## config.mk

```make
export PLATFORM = sky130hd
export DESIGN_NAME = ptsb_ctrl
export DESIGN_NICKNAME = d
export VERILOG_FILES = /design/src/ptsb_pkg.sv /design/src/ptsb_ctrl.sv
export VERILOG_INCLUDE_DIRS = /design/src /design/src/src
export SDC_FILE = /design/constraint.sdc
export NUM_CORES = 1
export LEC_CHECK = 0
export ABC_AREA = 0
export BUFFER_PORTS_ARGS = -buffer_cell sky130_fd_sc_hd__buf_4
export CAP_MARGIN = 20
export CORE_MARGIN = 2
export CORE_UTILIZATION = 45
export DETAILED_ROUTE_END_ITERATION = 12
export GPL_ROUTABILITY_DRIVEN = 0
export MAX_ROUTING_LAYER = met4
export PLACE_DENSITY_LB_ADDON = 0.12
export SLEW_MARGIN = 20
export SYNTH_ARGS = -nofsm -noshare
export SYNTH_HDL_FRONTEND = slang
export SYNTH_SLANG_ARGS = --single-unit
```

## constraint.sdc

```tcl
create_clock -name clk -period 1.8 [get_ports clk]
set_clock_uncertainty 0.1 [all_clocks]
set_input_delay 0.27 -clock clk [delete_from_list [all_inputs] [get_ports clk]]
set_output_delay 0.27 -clock clk [all_outputs]
set_load 0.02 [all_outputs]
```

## src/power_trace_session_buffer_assert.svh

```systemverilog
// Assertion macros for the power trace session buffer.
// Depends on nothing; taken in by ptsb_ctrl, which checks its own logic.
`ifndef POWER_TRACE_SESSION_BUFFER_ASSERT_SVH
`define POWER_TRACE_SESSION_BUFFER_ASSERT_SVH

// a at one edge implies b at the same edge
`define PTSB_ASSERT_NOW(label, clk, rst_n, a, b) \
    label: assert property (@(posedge clk) disable iff (!rst_n) (a) |-> (b)) \
        else $error("ptsb check failed");

// a at one edge implies b at the next edge
`define PTSB_ASSERT_NEXT(label, clk, rst_n, a, b) \
    label: assert property (@(posedge clk) disable iff (!rst_n) (a) |=> (b)) \
        else $error("ptsb check failed");

`endif

```

## src/ptsb_pkg.sv

```systemverilog
// Shared types and constants of the power trace session buffer.
// Depends on nothing; used by the controller, the datapath and the top level.
package ptsb_pkg;

    localparam int SAMPLE_AW     = 12;
    localparam int SAMPLE_DEPTH  = 1 << SAMPLE_AW;
    localparam int SESSION_AW    = 6;
    localparam int SESSION_DEPTH = 1 << SESSION_AW;

    localparam logic [2:0] OPC_CLEAR = 3'd0;
    localparam logic [2:0] OPC_BEGIN = 3'd1;
    localparam logic [2:0] OPC_END   = 3'd2;
    localparam logic [2:0] OPC_ADD   = 3'd3;
    localparam logic [2:0] OPC_INFO  = 3'd4;
    localparam logic [2:0] OPC_QUERY = 3'd5;

    localparam logic [1:0] ST_DONE    = 2'd0;
    localparam logic [1:0] ST_IGNORED = 2'd1;
    localparam logic [1:0] ST_RANGE   = 2'd2;

    localparam logic [4:0] UOP_NOP            = 5'd0;
    localparam logic [4:0] UOP_LATCH          = 5'd1;
    localparam logic [4:0] UOP_CLEAR          = 5'd2;
    localparam logic [4:0] UOP_RD_NEWEST      = 5'd3;
    localparam logic [4:0] UOP_END_CHK        = 5'd4;
    localparam logic [4:0] UOP_SLOT_TAIL      = 5'd5;
    localparam logic [4:0] UOP_SLOT_BACK      = 5'd6;
    localparam logic [4:0] UOP_RD_SLOT_START  = 5'd7;
    localparam logic [4:0] UOP_RD_SLOT_NEXT   = 5'd8;
    localparam logic [4:0] UOP_LEN            = 5'd9;
    localparam logic [4:0] UOP_DROP           = 5'd10;
    localparam logic [4:0] UOP_BEGIN_WR       = 5'd11;
    localparam logic [4:0] UOP_CHUNK          = 5'd12;
    localparam logic [4:0] UOP_NEED1          = 5'd13;
    localparam logic [4:0] UOP_TRIM_RD        = 5'd14;
    localparam logic [4:0] UOP_TRIM_RD2       = 5'd15;
    localparam logic [4:0] UOP_TRIM_WR        = 5'd16;
    localparam logic [4:0] UOP_SKIP_DEC       = 5'd17;
    localparam logic [4:0] UOP_ADD_RD         = 5'd18;
    localparam logic [4:0] UOP_ADD_WR         = 5'd19;
    localparam logic [4:0] UOP_INFO_OUT       = 5'd20;
    localparam logic [4:0] UOP_SCAN_INIT      = 5'd21;
    localparam logic [4:0] UOP_SCAN           = 5'd22;
    localparam logic [4:0] UOP_FIN_RD         = 5'd23;
    localparam logic [4:0] UOP_FIN            = 5'd24;
    localparam logic [4:0] UOP_STATUS1        = 5'd25;
    localparam logic [4:0] UOP_STATUS2        = 5'd26;

    typedef struct packed {
        logic [4:0] uop;
    } cmd_t;

    typedef struct packed {
        logic [2:0] op;
        logic       first;
        logic       sess_empty;
        logic       sess_multi;
        logic       wrap_full;
        logic       room_lt_need;
        logic       fits;
        logic       back_oor;
        logic       skip_nz;
        logic       samples_full;
        logic       scan_done;
    } stat_t;

endpackage

```

## src/ptsb_ctrl.sv

```systemverilog
// Controller state machine of the power trace session buffer.
// Depends on ptsb_pkg and power_trace_session_buffer_assert.svh.
`include "power_trace_session_buffer_assert.svh"

module ptsb_ctrl
(
    input  logic           clk,
    input  logic           rst_n,
    input  logic           start,
    output logic           busy,
    input  ptsb_pkg::stat_t stat,
    output ptsb_pkg::cmd_t  cmd
);

    localparam logic [4:0] S_IDLE    = 5'd0;
    localparam logic [4:0] S_DISP    = 5'd1;
    localparam logic [4:0] S_END_CHK = 5'd2;
    localparam logic [4:0] S_B_FULL  = 5'd3;
    localparam logic [4:0] S_B_WR    = 5'd4;
    localparam logic [4:0] S_L_RD0   = 5'd5;
    localparam logic [4:0] S_L_RD1   = 5'd6;
    localparam logic [4:0] S_L_LEN   = 5'd7;
    localparam logic [4:0] S_L_USE   = 5'd8;
    localparam logic [4:0] S_MR1     = 5'd9;
    localparam logic [4:0] S_MR2     = 5'd10;
    localparam logic [4:0] S_T_RD2   = 5'd11;
    localparam logic [4:0] S_T_WR    = 5'd12;
    localparam logic [4:0] S_ADD_SKP = 5'd13;
    localparam logic [4:0] S_ADD_RD  = 5'd14;
    localparam logic [4:0] S_ADD_WR  = 5'd15;
    localparam logic [4:0] S_SCAN    = 5'd16;
    localparam logic [4:0] S_FIN_RD  = 5'd17;
    localparam logic [4:0] S_FIN     = 5'd18;

    logic [4:0] state_reg;
    logic [4:0] state_next;
    logic       phase_reg;
    logic       phase_next;

    assign busy = (state_reg != S_IDLE);

    always_comb
    begin
        state_next = state_reg;
        phase_next = phase_reg;
        cmd.uop    = ptsb_pkg::UOP_NOP;
        unique case (state_reg)
            S_IDLE:
            begin
                if (start)
                begin
                    cmd.uop    = ptsb_pkg::UOP_LATCH;
                    state_next = S_DISP;
                end
            end
            S_DISP:
            begin
                case (stat.op) inside
                    ptsb_pkg::OPC_CLEAR:
                    begin
                        cmd.uop    = ptsb_pkg::UOP_CLEAR;
                        state_next = S_FIN_RD;
                    end
                    ptsb_pkg::OPC_BEGIN, ptsb_pkg::OPC_END:
                    begin
                        if (stat.sess_empty)
                            state_next = (stat.op == ptsb_pkg::OPC_BEGIN) ? S_B_FULL : S_FIN_RD;
                        else
                        begin
                            cmd.uop    = ptsb_pkg::UOP_RD_NEWEST;
                            state_next = S_END_CHK;
                        end
                    end
                    ptsb_pkg::OPC_ADD:
                    begin
                        if (stat.sess_empty)
                        begin
                            cmd.uop    = ptsb_pkg::UOP_STATUS1;
                            state_next = S_FIN_RD;
                        end
                        else if (stat.first)
                        begin
                            cmd.uop    = ptsb_pkg::UOP_CHUNK;
                            phase_next = 1'b0;
                            state_next = S_MR1;
                        end
                        else
                            state_next = S_ADD_SKP;
                    end
                    ptsb_pkg::OPC_INFO:
                    begin
                        if (stat.back_oor)
                        begin
                            cmd.uop    = ptsb_pkg::UOP_STATUS2;
                            state_next = S_FIN_RD;
                        end
                        else
                        begin
                            cmd.uop    = ptsb_pkg::UOP_SLOT_BACK;
                            state_next = S_L_RD0;
                        end
                    end
                    ptsb_pkg::OPC_QUERY:
                    begin
                        cmd.uop    = ptsb_pkg::UOP_SCAN_INIT;
                        state_next = S_SCAN;
                    end
                    default:
                        state_next = S_FIN_RD;
                endcase
            end
            S_END_CHK:
            begin
                cmd.uop    = ptsb_pkg::UOP_END_CHK;
                state_next = (stat.op == ptsb_pkg::OPC_BEGIN) ? S_B_FULL : S_FIN_RD;
            end
            S_B_FULL:
            begin
                if (stat.wrap_full)
                begin
                    cmd.uop    = ptsb_pkg::UOP_SLOT_TAIL;
                    state_next = S_L_RD0;
                end
                else
                    state_next = S_B_WR;
            end
            S_B_WR:
            begin
                cmd.uop    = ptsb_pkg::UOP_BEGIN_WR;
                state_next = S_FIN_RD;
            end
            S_L_RD0:
            begin
                cmd.uop    = ptsb_pkg::UOP_RD_SLOT_START;
                state_next = S_L_RD1;
            end
            S_L_RD1:
            begin
                cmd.uop    = ptsb_pkg::UOP_RD_SLOT_NEXT;
                state_next = S_L_LEN;
            end
            S_L_LEN:
            begin
                cmd.uop    = ptsb_pkg::UOP_LEN;
                state_next = S_L_USE;
            end
            S_L_USE:
            begin
                if (stat.op == ptsb_pkg::OPC_BEGIN)
                begin
                    cmd.uop    = ptsb_pkg::UOP_DROP;
                    state_next = S_B_WR;
                end
                else if (stat.op == ptsb_pkg::OPC_INFO)
                begin
                    cmd.uop    = ptsb_pkg::UOP_INFO_OUT;
                    state_next = S_FIN_RD;
                end
                else if (stat.fits)
                begin
                    cmd.uop    = ptsb_pkg::UOP_DROP;
                    state_next = S_MR1;
                end
                else
                    state_next = S_MR2;
            end
            S_MR1:
            begin
                if (stat.room_lt_need && stat.sess_multi)
                begin
                    cmd.uop    = ptsb_pkg::UOP_SLOT_TAIL;
                    state_next = S_L_RD0;
                end
                else
                    state_next = S_MR2;
            end
            S_MR2:
            begin
                if (stat.room_lt_need && !stat.sess_empty)
                begin
                    cmd.uop    = ptsb_pkg::UOP_TRIM_RD;
                    state_next = S_T_RD2;
                end
                else
                    state_next = phase_reg ? S_ADD_RD : S_ADD_SKP;
            end
            S_T_RD2:
            begin
                cmd.uop    = ptsb_pkg::UOP_TRIM_RD2;
                state_next = S_T_WR;
            end
            S_T_WR:
            begin
                cmd.uop    = ptsb_pkg::UOP_TRIM_WR;
                state_next = S_MR2;
            end
            S_ADD_SKP:
            begin
                if (stat.skip_nz)
                begin
                    cmd.uop    = ptsb_pkg::UOP_SKIP_DEC;
                    state_next = S_FIN_RD;
                end
                else if (stat.samples_full)
                begin
                    cmd.uop    = ptsb_pkg::UOP_NEED1;
                    phase_next = 1'b1;
                    state_next = S_MR1;
                end
                else
                    state_next = S_ADD_RD;
            end
            S_ADD_RD:
            begin
                cmd.uop    = ptsb_pkg::UOP_ADD_RD;
                state_next = S_ADD_WR;
            end
            S_ADD_WR:
            begin
                cmd.uop    = ptsb_pkg::UOP_ADD_WR;
                state_next = S_FIN_RD;
            end
            S_SCAN:
            begin
                cmd.uop = ptsb_pkg::UOP_SCAN;
                if (stat.scan_done)
                    state_next = S_FIN_RD;
            end
            S_FIN_RD:
            begin
                cmd.uop    = ptsb_pkg::UOP_FIN_RD;
                state_next = S_FIN;
            end
            S_FIN:
            begin
                cmd.uop    = ptsb_pkg::UOP_FIN;
                state_next = S_IDLE;
            end
            default:
                state_next = S_IDLE;
        endcase
    end

    always_ff @(posedge clk or negedge rst_n)
    begin
        if (!rst_n)
        begin
            state_reg <= S_IDLE;
            phase_reg <= 1'b0;
        end
        else
        begin
            state_reg <= state_next;
            phase_reg <= phase_next;
        end
    end

    `PTSB_ASSERT_NEXT(a_accept_disp, clk, rst_n, start && !busy, state_reg == S_DISP)
    `PTSB_ASSERT_NOW(a_trim_order, clk, rst_n, state_reg == S_T_WR, $past(state_reg) == S_T_RD2)
    `PTSB_ASSERT_NEXT(a_fin_idle, clk, rst_n, state_reg == S_FIN, state_reg == S_IDLE)

endmodule

```

==> parameters.txt <==
Parameter                              Value

Finish
  Nets@finish ... 228
  Number of flip-flops under the largest register name ... 5
  Area growth from synthesis to layout ... 60.0%
  Final-layout fill cell count ... 163
  Count of antenna diodes in the layout ... 0
  Layout cells sized above 1 ... 46.2%
  Final core utilization ... 76.8%

STA
  Max Transition Viols Final ... 0
  Setup violations, final ... 6
  Hold Fails Final Rpt ... 0
  Maximum frequency from static timing analysis ... 470 MHz
  RSZ-0062 raised after global routing ... true
  Max_slew headroom ... 72.6%
  Least-Margin Pin Slew ... 0.409 ns
  Crit path time final ... 2.13 ns
  Setup WS post-layout ... -0.328 ns
  Portion of the clock cycle consumed by the worst path in the final layout ... 118%
  Final hold slack ... 0.144 ns

Status
  Violations in the final reports ... negative setup slack
  Outcome ... finished with violations

Route
  Drt first pass iters ... 5
  Average detailed-routed wire length per instance ... 18.4 µm
  Routed via count ... 1549
  Initial drt markers ... 84
  Residual DRC count ... 0
  Antenna viol nets, final ... 0
  Number of vias per cell ... 6.51
  Routed wire length ... 4.38 mm

Clock network
  Maximum clock insertion buffer count ... 2
  TritonCTS clock tree ... done
  H-tree levels ... 1
  Clock Latency Late Sink ... 0.26 ns
  Clock slew seen by the registers of the worst setup and hold paths ... 0.05 ns
  TritonCTS buffer count ... 3
  Clock root buffer ... sky130_fd_sc_hd__clkbuf_4
  Number of clock sinks ... 6

Synthesis
  Top cells by instance count after synthesis ... sky130_fd_sc_hd__nor2_1, sky130_fd_sc_hd__nand2b_1, sky130_fd_sc_hd__o21ai_0
  Dominant register cell in the synthesized netlist ... sky130_fd_sc_hd__dfrtp_1
  Number of nets produced by synthesis ... 166
  Syn Inst Count ... 150
  Netlist area before placement ... 0.00107 mm²
  Share of async-settable or async-resettable flops after synthesis ... 100%
  Count of flip-flops with a built-in enable after synthesis ... 0
  Library cell with the highest instance count after synthesis ... sky130_fd_sc_hd__nor2_1
  Register area share after synthesis ... 14.0%
  Number of flip-flops and latches in the synthesized netlist ... 6
  Top area cells in the synthesized netlist ... sky130_fd_sc_hd__dfrtp_1, sky130_fd_sc_hd__nand2b_1, sky130_fd_sc_hd__o21ai_0
  Number of library cell types mapped by synthesis ... 56
  Synthesis Warnings ... 0
  Share of the synthesized area in the top cell type ... 14.0%
  Cell type with the highest aggregate area in the netlist ... sky130_fd_sc_hd__dfrtp_1
  Average footprint of a synthesized cell ... 7.15 µm²

Placement
  Count of port buffers added during placement ... 21
  Post-placement worst setup slack ... -0.0710 ns
  Detailed Place HPWL ... 3.17 mm

Critical path
  Startpoint type of the worst setup path ... flip-flop
  Worst setup path class ... flip-flop to output port
  R2R cell count ... 8
  Data arrival, critical path ... 1.76 ns
  Endpoint kind of the worst setup timing path ... output port
  WP data required ... 1.43 ns
  Maximum fanout along the worst path ... 5
  Worst-case register-to-register setup slack ... 0.05 ns

Worst hold path
  Worst hold path type ... input pin to flip-flop
  Hold Crit Depth ... 2

Power and ir drop
  Total power of the final layout ... 0.00227 W
  Max IR drop VDD ... 0.00108 V
  Leakage ... 0.724 nW
  Power Density ... 1320 mW/mm²

Global routing
  Wire length of the first global-routing pass ... 6.89 mm
  Pin count of the biggest net entering global routing ... 12
  Vias in the first global route ... 1497
  Remaining global-route overflow ... 0
  All-layer global routing usage ... 34.9%
  Initial antenna violation count ... 0

Floorplanning
  FP Rows ... 17
  IO Count ... 22
  Starting density of the core ... 48.0%
  Die Span Y ... 52.8 µm
  Width of the chip ... 52.8 µm
  Std-Cell Core Area ... 0.00223 mm²
  Die area ... 0.00279 mm²

Job
  Max Cap Violations ... 0
## worst paths after layout
check                        startpoint           end
setup reg to reg           state_reg[1]  state_reg[0]
setup / recovery           state_reg[3]        cmd[3]
max in group asynchronous         rst_n  state_reg[3]
hold / removal                  stat[9]     phase_reg
min in group asynchronous         rst_n     phase_reg
hold reg to reg               phase_reg     phase_reg
## worst max-delay path, cell delays in order (launching register included)
cell and delay (ns):
sky130_fd_sc_hd__dfrtp_2 0.40, sky130_fd_sc_hd__or3b_4 0.41, sky130_fd_sc_hd__or3_4 0.35, sky130_fd_sc_hd__o31ai_4 0.07
sky130_fd_sc_hd__a2111o_1 0.16, sky130_fd_sc_hd__buf_6 0.11
## cell families after synthesis
group                      Yosys count  synth area share, %
AOI/OAI and AO/OA                   56                 38.7
DFF                                  6                 14.0
xor gates and xnor gates             1                0.817
adders and majority gates            1                 1.05
buffers and inverters               17                 7.58
muxes                                2                 1.98
and+or+nand+nor                     67                 35.8
## placed cells by master, fill, tap and decap left out, types with 3 or more instances in the layout
| cell type | n |
|---|---|
| sky130_fd_sc_hd__a31oi_1 | 5 |
| sky130_fd_sc_hd__nand3b_1 | 6 |
| sky130_fd_sc_hd__inv_1 | 4 |
| sky130_fd_sc_hd__o21ai_0 | 10 |
| sky130_fd_sc_hd__nor2_1 | 12 |
| sky130_fd_sc_hd__nor3_1 | 4 |
| sky130_fd_sc_hd__nand2_1 | 9 |
| sky130_fd_sc_hd__a21oi_1 | 8 |
| sky130_fd_sc_hd__nand3_1 | 3 |
| sky130_fd_sc_hd__dfrtp_1 | 4 |
| sky130_fd_sc_hd__buf_6 | 9 |
| sky130_fd_sc_hd__clkbuf_4 | 3 |
| sky130_fd_sc_hd__nand2b_1 | 10 |
| sky130_fd_sc_hd__buf_4 | 60 |
## per-stage QoR
stage,setup TNS (ns),instance area (µm²),instances
6_report,-1.40,1720,238
5_1_grt,-1.70,1720,238
4_1_cts,-1.48,1620,234
3_5_place_dp,-0.258,1520,226
3_3_place_gp,-0.236,1520,226
2_1_floorplan,-0.134,1090,150
## layer usage
metal  vias to the layer above  global-route usage (%)  wire length (µm)
met5                         -                       -                 0
met4                         0                    23.1               267
met3                        31                    2.29               405
met2                       106                    56.5              2080
met1                       705                    41.4              1620
li1                        707                       -                 -
## final cells by class
| type | count | area, µm² | share of cell area (%) |
|---|---|---|---|
| Clock buffer | 3 | 22.5 | 1.31 |
| Inverter | 4 | 15.0 | 0.875 |
| Multi-Input combinational cell | 127 | 928 | 54.1 |
| Sequential cell | 6 | 153 | 8.90 |
| Tap cell | 28 | 35.0 | 2.04 |
| Timing Repair Buffer | 70 | 562 | 32.7 |
## power breakdown
group	switching, W	internal (W)
sequential	0.0000538	0.000182
clock	0.0000541	0.0000757
combinational	0.000958	0.000942
## repair_timing
| action | CTS | global route |
|---|---|---|
| setup endpoints to repair | 6 | 6 |
| gates resized for setup | 13 | 14 |
| buffers inserted | 4 | 4 |
| pin swaps | 4 | 5 |
| hold buffers | 1 | 0 |
| hold endpoints to repair | 6 | 0 |
No activity file was read; power rests on OpenSTA's default activity.
